**src/design/hht_pkg.sv**
```systemverilog
package hht_pkg;

   localparam int CycW  = 8;
   localparam int DotW  = 10;
   localparam int DotSW = DotW + 1;
   localparam int LineW = 8;
   localparam int CdW   = 11;
   localparam int IdxW  = 3;
   localparam int CfgW  = 8;
   localparam int RspW  = 32;

   localparam logic [DotSW-1:0] DotsPerLine  = DotSW'(456);
   localparam logic [DotW-1:0]  OamDots      = DotW'(80);
   localparam logic [DotW-1:0]  OamXferDots  = DotW'(80 + 172);
   localparam logic [LineW-1:0] VisibleLines = LineW'(144);
   localparam logic [LineW-1:0] LastLine     = LineW'(153);
   localparam logic [8:0]       DivLimit     = 9'd255;
   localparam logic [7:0]       CountMax     = 8'd255;

   localparam logic [IdxW-1:0] REG_TIMER_ENABLE = 3'd0;
   localparam logic [IdxW-1:0] REG_TIMER_RATE   = 3'd1;
   localparam logic [IdxW-1:0] REG_TIMER_MODULO = 3'd2;
   localparam logic [IdxW-1:0] REG_LCD_ENABLE   = 3'd3;
   localparam logic [IdxW-1:0] REG_LINE_COMPARE = 3'd4;
   localparam logic [IdxW-1:0] REG_STAT_IRQ_EN  = 3'd5;

   localparam logic [1:0] MODE_HBLANK = 2'd0;
   localparam logic [1:0] MODE_VBLANK = 2'd1;
   localparam logic [1:0] MODE_OAM    = 2'd2;
   localparam logic [1:0] MODE_XFER   = 2'd3;

   localparam logic [1:0] RATE_1024 = 2'd0;
   localparam logic [1:0] RATE_16   = 2'd1;
   localparam logic [1:0] RATE_64   = 2'd2;
   localparam logic [1:0] RATE_256  = 2'd3;

   localparam int IRQ_EN_HBLANK = 0;
   localparam int IRQ_EN_VBLANK = 1;
   localparam int IRQ_EN_OAM    = 2;
   localparam int IRQ_EN_COINC  = 3;

   typedef struct packed {
      logic             lcd_enable;
      logic [LineW-1:0] line_compare;
      logic [3:0]       irq_enables;
   } lcd_cfg_type;

   typedef struct packed {
      logic             vblank_irq;
      logic             lcd_irq;
      logic [1:0]       mode;
      logic             coincidence;
      logic [LineW-1:0] line;
      logic             draw;
   } lcd_result_type;

   function automatic logic [CdW-1:0] rate_reload(input logic [1:0] sel);
      logic [CdW-1:0] r;
      case (sel)
         RATE_1024: r = CdW'(1024);
         RATE_16:   r = CdW'(16);
         RATE_64:   r = CdW'(64);
         RATE_256:  r = CdW'(256);
         default:   r = CdW'(1024);
      endcase
      return r;
   endfunction

endpackage

```
**src/design/hht_lcd.sv**
```systemverilog
module hht_lcd (
   input  logic                           clock,
   input  logic                           reset,
   input  logic                           step,
   input  logic [hht_pkg::CycW-1:0]       cycles,
   input  hht_pkg::lcd_cfg_type           cfg,
   output hht_pkg::lcd_result_type        result
);

   logic [hht_pkg::DotW-1:0]  dot_ff, dot_in;
   logic [hht_pkg::LineW-1:0] line_ff, line_in;
   logic [1:0]                mode_ff, mode_in;
   logic                      coinc_ff, coinc_in;
   logic                      want;
   logic                      lcd_irq;
   logic                      vblank_irq;
   logic                      draw;
   logic [hht_pkg::DotSW-1:0] pos;
   logic [hht_pkg::LineW-1:0] line_next;

   always_comb begin
      dot_in     = dot_ff;
      line_in    = line_ff;
      mode_in    = mode_ff;
      coinc_in   = coinc_ff;
      want       = 1'b0;
      lcd_irq    = 1'b0;
      vblank_irq = 1'b0;
      draw       = 1'b0;
      pos        = {1'b0, dot_ff} + hht_pkg::DotSW'(cycles);
      line_next  = line_ff + 8'd1;
      if (!cfg.lcd_enable) begin
         line_in = '0;
         mode_in = hht_pkg::MODE_VBLANK;
      end else begin
         if (line_ff >= hht_pkg::VisibleLines) begin
            mode_in = hht_pkg::MODE_VBLANK;
            want    = cfg.irq_enables[hht_pkg::IRQ_EN_VBLANK];
         end else if (dot_ff < hht_pkg::OamDots) begin
            mode_in = hht_pkg::MODE_OAM;
            want    = cfg.irq_enables[hht_pkg::IRQ_EN_OAM];
         end else if (dot_ff < hht_pkg::OamXferDots) begin
            mode_in = hht_pkg::MODE_XFER;
         end else begin
            mode_in = hht_pkg::MODE_HBLANK;
            want    = cfg.irq_enables[hht_pkg::IRQ_EN_HBLANK];
         end
         lcd_irq  = want && (mode_in != mode_ff);
         coinc_in = (line_ff == cfg.line_compare);
         if (coinc_in && cfg.irq_enables[hht_pkg::IRQ_EN_COINC]) begin
            lcd_irq = 1'b1;
         end
         if (pos >= hht_pkg::DotsPerLine) begin
            dot_in = '0;
            if (line_next == hht_pkg::VisibleLines) begin
               vblank_irq = 1'b1;
            end else if (line_next > hht_pkg::LastLine) begin
               line_next = '0;
            end
            draw    = line_next < hht_pkg::VisibleLines;
            line_in = line_next;
         end else begin
            dot_in = pos[hht_pkg::DotW-1:0];
         end
      end
   end

   always_ff @(posedge clock) begin
      if (reset) begin
         dot_ff   <= '0;
         line_ff  <= '0;
         mode_ff  <= hht_pkg::MODE_HBLANK;
         coinc_ff <= 1'b0;
      end else if (step) begin
         dot_ff   <= dot_in;
         line_ff  <= line_in;
         mode_ff  <= mode_in;
         coinc_ff <= coinc_in;
      end
   end

   assign result.vblank_irq  = vblank_irq;
   assign result.lcd_irq     = lcd_irq;
   assign result.mode        = mode_in;
   assign result.coincidence = coinc_in;
   assign result.line        = line_in;
   assign result.draw        = draw;

endmodule

```
**src/design/handheld_timer_and_lcd_timing.sv**
```systemverilog
// Channel | Ports                        | tdata / tuser contents
// req     | req_tvalid req_tready req_tdata | elapsed_cycles
// rsp     | rsp_tvalid rsp_tready rsp_tdata | see rsp_tdata port
// csr     | csr_we csr_index csr_wdata     | register writes, no read-back
//
// One beat per clock while rsp is not stalled: timer, divider and LCD state update in the accept cycle.
// The result beat appears in the output register in the cycle after its request is accepted.
// req_tready is high while the output register is empty or being drained.
// A stalled rsp holds its beat and blocks new requests until it is taken.
// Synchronous reset clears all timing state; lcd_enable comes up set.
module handheld_timer_and_lcd_timing (
   input  logic                        clock,
   input  logic                        reset,
   input  logic                        req_tvalid,
   output logic                        req_tready,
   input  logic [hht_pkg::CycW-1:0]    req_tdata,  // [7:0] elapsed_cycles
   output logic                        rsp_tvalid,
   input  logic                        rsp_tready,
   // [7:0] divider_value, [15:8] counter_value, [16] timer_irq,
   // [17] vblank_irq, [18] lcd_irq, [20:19] lcd_mode, [21] coincidence,
   // [29:22] current_line, [30] draw_line, [31] zero
   output logic [hht_pkg::RspW-1:0]    rsp_tdata,
   input  logic                        csr_we,
   input  logic [hht_pkg::IdxW-1:0]    csr_index,
   input  logic [hht_pkg::CfgW-1:0]    csr_wdata
);

   logic                       timer_en_ff;
   logic [1:0]                 rate_sel_ff;
   logic [7:0]                 modulo_ff;
   hht_pkg::lcd_cfg_type       lcd_cfg_ff;

   logic [7:0]                 div_acc_ff, div_acc_in;
   logic [7:0]                 div_ff, div_in;
   logic [hht_pkg::CdW-1:0]    cd_ff, cd_in;
   logic [7:0]                 count_ff, count_in;
   logic                       tirq;
   logic [8:0]                 div_sum;

   logic                       rsp_valid_ff;
   logic [hht_pkg::RspW-1:0]   rsp_data_ff;

   logic                       step;
   hht_pkg::lcd_result_type    lcd_res;

   assign req_tready = !rsp_valid_ff || rsp_tready;
   assign step       = req_tvalid && req_tready;

   always_ff @(posedge clock) begin
      if (reset) begin
         timer_en_ff            <= 1'b0;
         rate_sel_ff            <= hht_pkg::RATE_1024;
         modulo_ff              <= '0;
         lcd_cfg_ff.lcd_enable  <= 1'b1;
         lcd_cfg_ff.line_compare <= '0;
         lcd_cfg_ff.irq_enables <= '0;
      end else if (csr_we) begin
         case (csr_index)
            hht_pkg::REG_TIMER_ENABLE: timer_en_ff <= csr_wdata[0];
            hht_pkg::REG_TIMER_RATE:   rate_sel_ff <= csr_wdata[1:0];
            hht_pkg::REG_TIMER_MODULO: modulo_ff <= csr_wdata;
            hht_pkg::REG_LCD_ENABLE:   lcd_cfg_ff.lcd_enable <= csr_wdata[0];
            hht_pkg::REG_LINE_COMPARE: lcd_cfg_ff.line_compare <= csr_wdata;
            hht_pkg::REG_STAT_IRQ_EN:  lcd_cfg_ff.irq_enables <= csr_wdata[3:0];
            default: ;
         endcase
      end
   end

   always_comb begin
      div_sum = {1'b0, div_acc_ff} + {1'b0, req_tdata};
      if (div_sum >= hht_pkg::DivLimit) begin
         div_acc_in = '0;
         div_in     = div_ff + 8'd1;
      end else begin
         div_acc_in = div_sum[7:0];
         div_in     = div_ff;
      end

      cd_in    = cd_ff;
      count_in = count_ff;
      tirq     = 1'b0;
      if (timer_en_ff) begin
         if (cd_ff <= hht_pkg::CdW'(req_tdata)) begin
            cd_in = hht_pkg::rate_reload(rate_sel_ff);
            if (count_ff == hht_pkg::CountMax) begin
               count_in = modulo_ff;
               tirq     = 1'b1;
            end else begin
               count_in = count_ff + 8'd1;
            end
         end else begin
            cd_in = cd_ff - hht_pkg::CdW'(req_tdata);
         end
      end
   end

   hht_lcd u_lcd (
      .clock  (clock),
      .reset  (reset),
      .step   (step),
      .cycles (req_tdata),
      .cfg    (lcd_cfg_ff),
      .result (lcd_res)
   );

   always_ff @(posedge clock) begin
      if (reset) begin
         div_acc_ff <= '0;
         div_ff     <= '0;
         cd_ff      <= '0;
         count_ff   <= '0;
      end else if (step) begin
         div_acc_ff <= div_acc_in;
         div_ff     <= div_in;
         cd_ff      <= cd_in;
         count_ff   <= count_in;
      end
   end

   always_ff @(posedge clock) begin
      if (reset) begin
         rsp_valid_ff <= 1'b0;
      end else if (step) begin
         rsp_valid_ff <= 1'b1;
      end else if (rsp_tready) begin
         rsp_valid_ff <= 1'b0;
      end
   end

   always_ff @(posedge clock) begin
      if (step) begin
         rsp_data_ff <= {1'b0, lcd_res.draw, lcd_res.line, lcd_res.coincidence,
                         lcd_res.mode, lcd_res.lcd_irq, lcd_res.vblank_irq, tirq,
                         count_in, div_in};
      end
   end

   assign rsp_tvalid = rsp_valid_ff;
   assign rsp_tdata  = rsp_data_ff;

endmodule

```
**config.mk**
```make
export PLATFORM = sky130hd
export DESIGN_NAME = handheld_timer_and_lcd_timing
export DESIGN_NICKNAME = d
export VERILOG_FILES = /design/src/design/hht_pkg.sv /design/src/design/hht_lcd.sv /design/src/design/handheld_timer_and_lcd_timing.sv
export SDC_FILE = /design/constraint.sdc
export NUM_CORES = 1
export LEC_CHECK = 0
export BUFFER_PORTS_ARGS = -buffer_cell sky130_fd_sc_hd__clkbuf_2
export CORE_MARGIN = 2
export CORE_UTILIZATION = 32
export CTS_BUF_LIST = sky130_fd_sc_hd__clkbuf_4
export DETAILED_ROUTE_END_ITERATION = 10
export PLACE_DENSITY = 0.6
export SYNTH_ARGS = -nofsm -noshare
export SYNTH_HDL_FRONTEND = slang
export SYNTH_SLANG_ARGS = --single-unit
```
**constraint.sdc**
```tcl
create_clock -name clock -period 3.8 [get_ports clock]
set_clock_uncertainty 0.2 [all_clocks]
set_input_delay 0.76 -clock clock [delete_from_list [all_inputs] [get_ports clock]]
set_output_delay 0.76 -clock clock [all_outputs]
set_load 0.03 [all_outputs]
```
**After elaboration in Yosys (flattened, before gate mapping)**

Index checks and enable logic that the tools add are counted.

- Flip-flop bits (word level): 112

- Equal/unequal tests: 12
- Muxes and demuxes: 29
- Order comparisons: 8
- Reduce and logical (&&, ||, !) cells: 18
- Add/subtract/negate cells: 6

Operators by type and width:

| cell | number |
|---|---|
| 8-bit 2-to-1 mux | 11 |
| 11-bit case mux with 4 select lines | 1 |
| 8-bit by 1-bit adder with 8-bit output (second input constant) | 3 |
| 2-bit AND reduction | 10 |
| 8-bit equality test (second input constant) | 2 |
| 10-bit by 8-bit adder with 11-bit output | 1 |
| 11-bit by 9-bit greater-or-equal comparator with 1-bit output (second input constant) | 1 |
| 11-bit by 8-bit <= comparator with 1-bit output | 1 |
| 11-bit 2-to-1 mux | 1 |
| 11-bit by 8-bit subtractor with 11-bit output | 1 |
| 10-bit by 7-bit less-than comparator with 1-bit output (second input constant) | 1 |
| 10-bit by 8-bit less-than comparator with 1-bit output (second input constant) | 1 |
| 1-bit 2-to-1 mux | 10 |
| 10-bit 2-to-1 mux | 1 |
| 2-bit 2-to-1 mux | 5 |
| 8-bit by 8-bit adder with 9-bit output | 1 |
| 9-bit by 8-bit greater-or-equal comparator with 1-bit output (second input constant) | 1 |
| 8-bit equality test | 1 |
| 8-bit greater-or-equal comparator (second input constant) | 1 |
| 8-bit greater-than comparator (second input constant) | 1 |
| 8-bit less-than comparator (second input constant) | 1 |
| 3-bit by 2-bit equality test with 1-bit output (second input constant) | 2 |
| 3-bit equality test (second input constant) | 2 |
| 2-bit equality test (second input constant) | 2 |
| 9 further kinds | 11 |

**Depth between registers and ports, before layout**

Gate-level depths: netlist of run 1.

- Word-level depth: 8
- Gate-level depth with buffers: 12
- Depth with buffers taken out: 12

**Modules after synthesis**

A second synthesis of run 1 with hierarchy kept.

- Cells, all modules: 756
- Area total of the unflattened synthesis: 6746.5 um^2

By module, submodules not included:

| module | area each (um^2) | seq. area each (um^2) | cells each | instances |
|---|---|---|---|---|
| handheld_timer_and_lcd_timing | 4505.6 | 2132.0 | 457 | 1 |
| hht_lcd | 2240.9 | 420.4 | 299 | 1 |

**Least setup slack after synthesis of run 1**

OpenSTA, ideal clock, no wires.

- Path type: input-to-reg
- From: input req_tdata[0] (netlist name)
- To: register rsp_data_ff, in the netlist rsp_tdata[5] (data pin)
- Setup slack: 63 ps
- Required time: 3340 ps
- Library setup time: 260 ps
- Stages on the path: 12
- Arrival time: 3276 ps
- Cell sequence: ha_1 -> fa_1 -> a21o_1 -> a21oi_1 -> nand2b_1 -> o311ai_0 -> nor4b_1 -> a311oi_1 -> clkbuf_1 -> clkbuf_1 -> nor2_1 -> xor2_1

- Cells in the longest elaborated chain, start to end: 3

Ends and longest elaborated chain:

| element | line | RTL |
|---|---|---|
| start: declaration | handheld_timer_and_lcd_timing.sv:16 | `input logic [hht_pkg::CycW-1:0] req_tdata,` |
| 8-bit by 8-bit adder with 9-bit output | handheld_timer_and_lcd_timing.sv:71 | `div_sum = {1'b0, div_acc_ff} + {1'b0, req_tdata};` |
| 9-bit by 8-bit greater-or-equal comparator with 1-bit output | handheld_timer_and_lcd_timing.sv:72 | `if (div_sum >= hht_pkg::DivLimit) begin` |
| 8-bit 2-to-1 mux | handheld_timer_and_lcd_timing.sv:72 |  |
| net div_in[5] | handheld_timer_and_lcd_timing.sv:34 | `logic [7:0] div_ff, div_in;` |
| end signal: assignment | handheld_timer_and_lcd_timing.sv:133 | `rsp_data_ff <= {1'b0, lcd_res.draw, lcd_res.line, lcd_res.coincidence,` |
| end: declaration | handheld_timer_and_lcd_timing.sv:41 | `logic [hht_pkg::RspW-1:0] rsp_data_ff;` |

The timed path passes the listed nets, and every way through them passes these cells.
A chain may end at the register's enable or synchronous reset.

**Worst setup path in the final report of run 1**

- From: input req_tdata[0] (netlist name)
- To: register div_ff[4]

- Cells in the longest elaborated chain, start to end: 3

Ends and longest elaborated chain:

| element | line | RTL |
|---|---|---|
| 8-bit by 8-bit adder with 9-bit output | handheld_timer_and_lcd_timing.sv:71 |  |
| 9-bit by 8-bit greater-or-equal comparator with 1-bit output | handheld_timer_and_lcd_timing.sv:72 |  |
| 8-bit 2-to-1 mux | handheld_timer_and_lcd_timing.sv:72 |  |
| end signal: assignment | handheld_timer_and_lcd_timing.sv:115 | `div_ff <= div_in;` |
| end: declaration | handheld_timer_and_lcd_timing.sv:34 |  |

No other way between the ends.

==> metrics.md, run 1 <==
| Metric | Value |
|---|---|
| Status | `finished, final reports clean` |
| Synth Cell Area | `~6400 sq um` |
| Clock buffer depth | `2` |
| Worst min-delay path class | `in2reg` |
| Xor and xnor area share after synthesis | `approximately 4%` |
| Post-synth net total | `about 800` |
| Synth-to-Final Area Change | `14.5%` |
| Clock slew seen by the registers of the worst setup and hold paths | `between 150 and 200 ps` |
| Slowest cell on crit path | `nor4b_1` |
| Vias in the first global route | `between 5,000 and 6,000` |
| Wire per inst | `between 10 and 15 microns` |
| CTS sink count | `around 110` |
| Share of the synthesized area in the top cell type | `between 20% and 30%` |
| Die Y | `about 150 microns` |
| Final setup margin | `just under 400 ps` |
| Period utilization | `89.6%` |
| Global-route usage over all layers | `14.7%` |
| Remaining DRCs | `0` |
| Worst slew pin tran | `about 700 ps` |
| Post-synthesis mux area share | `3.84%` |
| Grt total ovfl | `0` |
| Slew Viols, Final | `0` |
| Number of enable flip-flop cells after synthesis | `31` |
| Max_cap viols | `0` |
| Yosys reg bits | `112` |
| Seq/Total Area, Yosys | `39.7%` |
| Synth top area cells | `dfxtp_1 (25%), edfxtp_1 (14%), ha_1 (5.6%)` |
| Peak VDD IR | `0.000145 V` |
| Horiz. Die Dim | `146 microns` |
| TritonRoute pass-1 iters | `7` |
| RSZ-0062 raised after global routing | `false` |
| Commonest cells post-synth | `dfxtp_1 (81), nor2_1 (79), nand2_1 (69)` |
| Clock Tree Root | `clkbuf_4` |
| Seq. cell area | `roughly 2600 sq um` |
| Pwr per Cell Area | `~350 nW/um^2` |
| Hold WS | `227 ps` |
| Most frequent CP cell | `a21oi_1` |
| Post-synth top flop | `dfxtp_1` |
| Placed Cells incl. Taps | `1,060` |
| Largest family of logic cells by synthesized area | `simple AND/OR/NAND/NOR gates` |
| Setup Buffers After CTS | `0` |
| Area leader, netlist | `dfxtp_1` |
| Pin count of the biggest net entering global routing | `42` |
| Overall Power | `2.60 mW` |
| Antenna violations before repair | `1` |
| DRT Wirelength | `15,700 microns` |
| Nets | `862` |
| Core area | `~20,000 sq um` |
| Vias | `5,563` |
| # IOs | `58` |
| CTS tree | `done` |
| Crit-path max cell delay | `about 560 ps` |
| Share of cells above drive strength 1 | `15.4%` |
| Core Rows | `51` |
| ANT nets after route | `0` |
| Die Area | `roughly 21,000 sq um` |
| Avg Inst Size Synth | `approximately 8.7 sq um` |
| CTS resizes | `0` |
| Setup-failing EPs final | `0` |
| Crit path DAT | `~3700 ps` |
| Placed wire-length estimate | `between 10,000 and 15,000 microns` |
| Fmax achieved | `approximately 290 MHz` |
| Relative slew slack | `about 55%` |
| CP Max Fanout | `23` |
| Starting Density | `approximately a third` |
| Post-synth ARST share | `0%` |
| Clk_lat worst skew | `540 ps` |
| First-pass GRT wire length | `25,400 microns` |
| Count of different cell masters after synthesis | `70` |
| Critical path cell sequence | `clkbuf_2, ha_1, fa_1, a21o_1, a21oi_1, o21ai_0, o311ai_0, nor4b_1, a311oi_4, buf_12, or4_1, a21oi_1` |
| Filler Cells Inserted | `2,045` |
| Adder-cell share of the synthesized area | `6.58%` |
| Crit path launch type | `primary input` |
| Final std cells w/o fill | `about 1,100` |
| Leak | `between 2 and 3 nW` |
| Cells after synthesis | `roughly 740` |
| WP data required | `approximately 4100 ps` |
| Multi-input logic area | `around 3600 sq um` |
| Total CTS buffers | `9` |
| Kind of critical path | `in2reg` |
| Compound-Gate Fraction of Synth Area | `19.2%` |
| Final critical-path required period | `about 3400 ps` |
| YS warnings | `0` |
| Dpl ws | `-120 ps` |
| Avg Vias per Cell | `~5.2` |
| Top-count cell post-synth | `dfxtp_1` |
| DR iter-0 viols | `approximately 430` |
| Hold Vio Cnt, Final | `0` |
| Final weighted congestion in routability-driven placement | `roughly 0.83` |
| IO buf count | `56` |
| Simple-Gate Fraction of Synth Area | `a little over a fifth` |
| H-Tree Depth | `3` |
| # hold bufs at CTS | `0` |
| Worst setup EP type | `register` |
## sequential cells by signal, indices dropped and copies added, names as in the netlist
name            cells
cd_ff              11
count_ff            8
div_ff              8
timer_en_ff         1
rate_sel_ff         2
u_lcd.line_ff       8
rsp_tvalid          1
lcd_cfg_ff         13
div_acc_ff          8
modulo_ff           8
u_lcd.coinc_ff      1
u_lcd.mode_ff       2
rsp_tdata          31
u_lcd.dot_ff       10
## layer usage
metal / wire length (microns) / GRT usage [%] / vias to the layer above
met2: 6860 / 22.4 / 140
met4: 118 / 3.63 / 0
li1: - / - / 2817
met3: 620 / 3.39 / 12
met1: 8130 / 21.1 / 2594
met5: 0 / 0 / -
## through the flow
step | setup TNS (ps) | util (%) | cell area, sq um
after floorplan | 0 | - | 6420
after global placement | -60.7 | 36.7 | 7190
after detailed placement | -247 | 36.7 | 7190
after CTS | 0 | 37.5 | 7350
after global routing | 0 | 37.5 | 7350
final | 0 | 37.5 | 7350
## area by class of cell
class                   instances  area share, %
clock inverters                 7           1.29
diodes                          1         0.0340
well taps                     265           4.51
clock buffers                   9          0.919
repair buffers                 91           7.72
multi-input cells             553           48.8
inverters                      39           1.99
flip-flops and latches        112           34.7
## where the power goes
part	switching, mW	total (mW)	internal, mW
Combinational	0.359	0.602	0.243
Sequential	0.0355	1.32	1.29
Clock	0.459	0.679	0.221
Total	0.854	2.60	1.75
## critical path, delay by kind of cell
kind	cells	cell delay (ps)
AND/OR/NAND/NOR	2	1020
AO/OA/AOI/OAI	6	950
adder cells (fa/ha/maj)	2	610
buffers and inverters	2	300
## cell families (layout without fill, tap and decap cells)
kind of cell,Yosys count,after routing
mux,24,24
xor+xnor,30,30
compound gates,184,184
other cells,1,2
fa+ha+maj,32,32
simple gates,282,282
flops,112,112
buf+inv,77,146
## cell usage in the layout (no fill, tap or decap), drive strengths merged, types with 7 or more instances in the layout
master,n
a21oi,65
a311oi,8
a31oi,8
and3,8
buf,35
clkbuf,65
dfxtp,81
edfxtp,31
ha,29
inv,42
mux2i,19
nand2,69
nand2b,13
nand3,32
nand3b,8
nand4,8
nor2,79
nor2b,7
nor3,13
nor4,7
o211ai,8
o21a,9
o21ai,33
or3,13
xnor2,21
xor2,9
## worst paths after layout
path                                     from         end  slack, ps  depth (start not counted)
worst max-delay path             req_tdata[0]   div_ff[4]        400                         12
worst min-delay path               req_tvalid  rsp_tvalid        230                          3
worst min register to register       cd_ff[2]    cd_ff[2]        270                          2
worst max register to register  div_acc_ff[0]   div_ff[4]        400                         11
(Power assumes the default switching activity.)
==> inputs of run 2 (changes only) <==
Settings changed: PLACE_DENSITY 0.6 to 0.58.
Clock period 3.8 ns to 4.3 ns, I/O delays scaled along.
==> run 2 against run 1 <==
  * Design area fell by 2.7%
  * Worst setup slack better by 220 ps
  * Wire length is 1.6% lower
  * Total power down 16%
  * Critical path type unchanged
  * Largest cell class unchanged
==> metrics.md, run 2 (same netlist as run 1, synthesis figures left out) <==
| Metric | Value |
|---|---|
| Die Y | `146 microns (unchanged)` |
| CTS tree | `done` |
| Period utilization | `a little under nine tenths` |
| Leak | `2.72 nW (-4.1%)` |
| Starting Density | `32.8% (unchanged)` |
| Pwr per Cell Area | `304 nW/um^2 (-14%)` |
| Synth-to-Final Area Change | `11.4%` |
| Final Util | `36.5% (-1.0 points)` |
| Seq. cell area | `2550 sq um (unchanged)` |
| IO buf count | `56 (unchanged)` |
| CTS resizes | `0 (unchanged)` |
| Setup Buffers After CTS | `0 (unchanged)` |
| Critical path cell sequence | `clkbuf_2, ha_1, fa_1, a21o_1, a21oi_1, o21ai_0, o311ai_0, nor4b_1, a311oi_4, buf_4, buf_4, or3_1, a21oi_1` |
| CP Max Fanout | `14 (-39%)` |
| Relative slew slack | `40.3% (-14 points)` |
| Fmax achieved | `between 200 and 300 MHz` |
| Wire per inst | `14.6 microns (+0.16%)` |
| Crit-path max cell delay | `550 ps (about the same)` |
| Max_cap viols | `0 (unchanged)` |
| Pin count of the biggest net entering global routing | `42 (unchanged)` |
| Slowest cell on crit path | `nor4b_1` |
| Status | `finished, final reports clean` |
| Crit path DAT | `3890 ps (+220 ps)` |
| Worst slew pin tran | `895 ps (+215 ps)` |
| Hold Vio Cnt, Final | `0 (unchanged)` |
| Setup TNS | `0 ps (unchanged)` |
| Vias in the first global route | `5,003 (-0.60%)` |
| Hold WS | `267 ps (+39.8 ps)` |
| Crit path launch type | `primary input` |
| Inserted Diodes | `0 (-1)` |
| Kind of critical path | `in2reg` |
| Antenna violations before repair | `0 (-1)` |
| TritonRoute pass-1 iters | `4 (-3)` |
| Slew Viols, Final | `0 (unchanged)` |
| RSZ-0062 raised after global routing | `false` |
| Clock Tree Root | `clkbuf_4` |
| Worst min-delay path class | `reg2reg` |
| Most common cell after layout, fill and taps aside | `dfxtp_1` |
| First-pass GRT wire length | `25,300 microns (-0.65%)` |
| Clk_lat worst skew | `500 ps (-40 ps)` |
| Core Rows | `51 (unchanged)` |
| Global-route usage over all layers | `14.5% (-0.21 points)` |
| Avg Vias per Cell | `5.20 (+0.59%)` |
| Multi-input logic area | `3590 sq um (unchanged)` |
| Clock slew seen by the registers of the worst setup and hold paths | `180 ps (about the same)` |
| CTS sink count | `112 (unchanged)` |
| Horiz. Die Dim | `146 microns (unchanged)` |
| Core area | `19,600 sq um (unchanged)` |
| Total CTS buffers | `9 (unchanged)` |
| DR iter-0 viols | `403 (-5.4%)` |
| Filler Cells Inserted | `2,056 (+0.54%)` |
| # IOs | `58 (unchanged)` |
| Grt total ovfl | `0 (unchanged)` |
| # hold bufs at CTS | `0 (unchanged)` |
| Nets | `844 (-2.1%)` |
| Remaining DRCs | `0 (unchanged)` |
| Clock buffer depth | `2 (unchanged)` |
| Die Area | `21,200 sq um (unchanged)` |
| Final weighted congestion in routability-driven placement | `0.849 (+1.8%)` |
| Most frequent cells in the layout | `dfxtp_1 (81), nor2_1 (79), nand2_1 (69)` |
| Setup-failing EPs final | `0 (unchanged)` |
| H-Tree Depth | `3 (unchanged)` |
| Share of cells above drive strength 1 | `13.5% (-1.9 points)` |
| CP bufs+invs | `3 (+1)` |
| Peak VDD IR | `0.000142 V (-2.0%)` |
| Worst setup EP type | `register` |
| Max reg flops | `31 (unchanged)` |
| CP delay by family, top | `compound AO/OA/AOI/OAI gates` |
| Placed wire-length estimate | `11,400 microns (-0.19%)` |
| Final critical-path required period | `3680 ps` |
| ANT nets after route | `0 (unchanged)` |
| WP data required | `4510 ps (+450 ps)` |
| DRT Wirelength | `15,500 microns (-1.6%)` |
| Vias | `5,497 (-1.2%)` |
[run 2: changes by cell type in the layout (fill, tap and decap cells not counted), sizes merged]
cell,delta
diode,-1
buf,-18
clkbuf,+1
clkinvlp,+1
inv,-1
bufinv,-1
[run 2: layout make-up]
class / instances / share of cell area, %
Clock buffer: 10 / 1.05
Clock inverter: 6 / 0.734
Inverter: 39 / 2.05
Multi-Input combinational cell: 553 / 50.2
Sequential cell: 112 / 35.7
Tap cell: 265 / 4.63
Timing Repair Buffer: 73 / 5.70
[run 2: report_power, final]
| group | internal (mW) | total (mW) | switching [mW] | leakage [nW] |
|---|---|---|---|---|
| Combinational | 0.187 | 0.498 | 0.311 | 1.68 |
| Sequential | 1.14 | 1.17 | 0.0314 | 0.965 |
| Clock | 0.136 | 0.508 | 0.373 | 0.0708 |
[run 2: metal layers]
layer | global-route usage [%] | share of wire [%] | up-vias
li1 | - | - | 2786
met1 | 20.5 | 51 | 2581
met2 | 22.6 | 44 | 115
met3 | 3.01 | 4.1 | 15
met4 | 3.73 | 1.4 | 0
met5 | 0 | 0 | -
[run 2: worst min-delay path, stage by stage (launching register included)]
cell     delay (ps)
dfxtp_1         350
nand2_1          50
a21oi_1          50
[run 2: metrics by stage]
stage | total power [mW] | cell area (sq um) | setup WS [ps] | std cells
finish | 2.17 | 7160 | 619 | 1058
global route | 2.29 | 7160 | 434 | 1058
CTS | 2.20 | 7160 | 677 | 1058
detailed placement | 1.69 | 7030 | 140 | 1042
global placement | 1.69 | 7030 | 258 | 1042
floorplan | 1.55 | 6420 | 463 | 742
[run 2: final timing paths]
kind / startpoint / end / slack (ps) / cells past startpoint
max: req_tdata[0] / div_ff[6] / 620 / 13
min: u_lcd.coinc_ff / u_lcd.coinc_ff / 270 / 2
min reg2reg: u_lcd.coinc_ff / u_lcd.coinc_ff / 270 / 2
max reg2reg: div_acc_ff[0] / div_ff[6] / 780 / 12
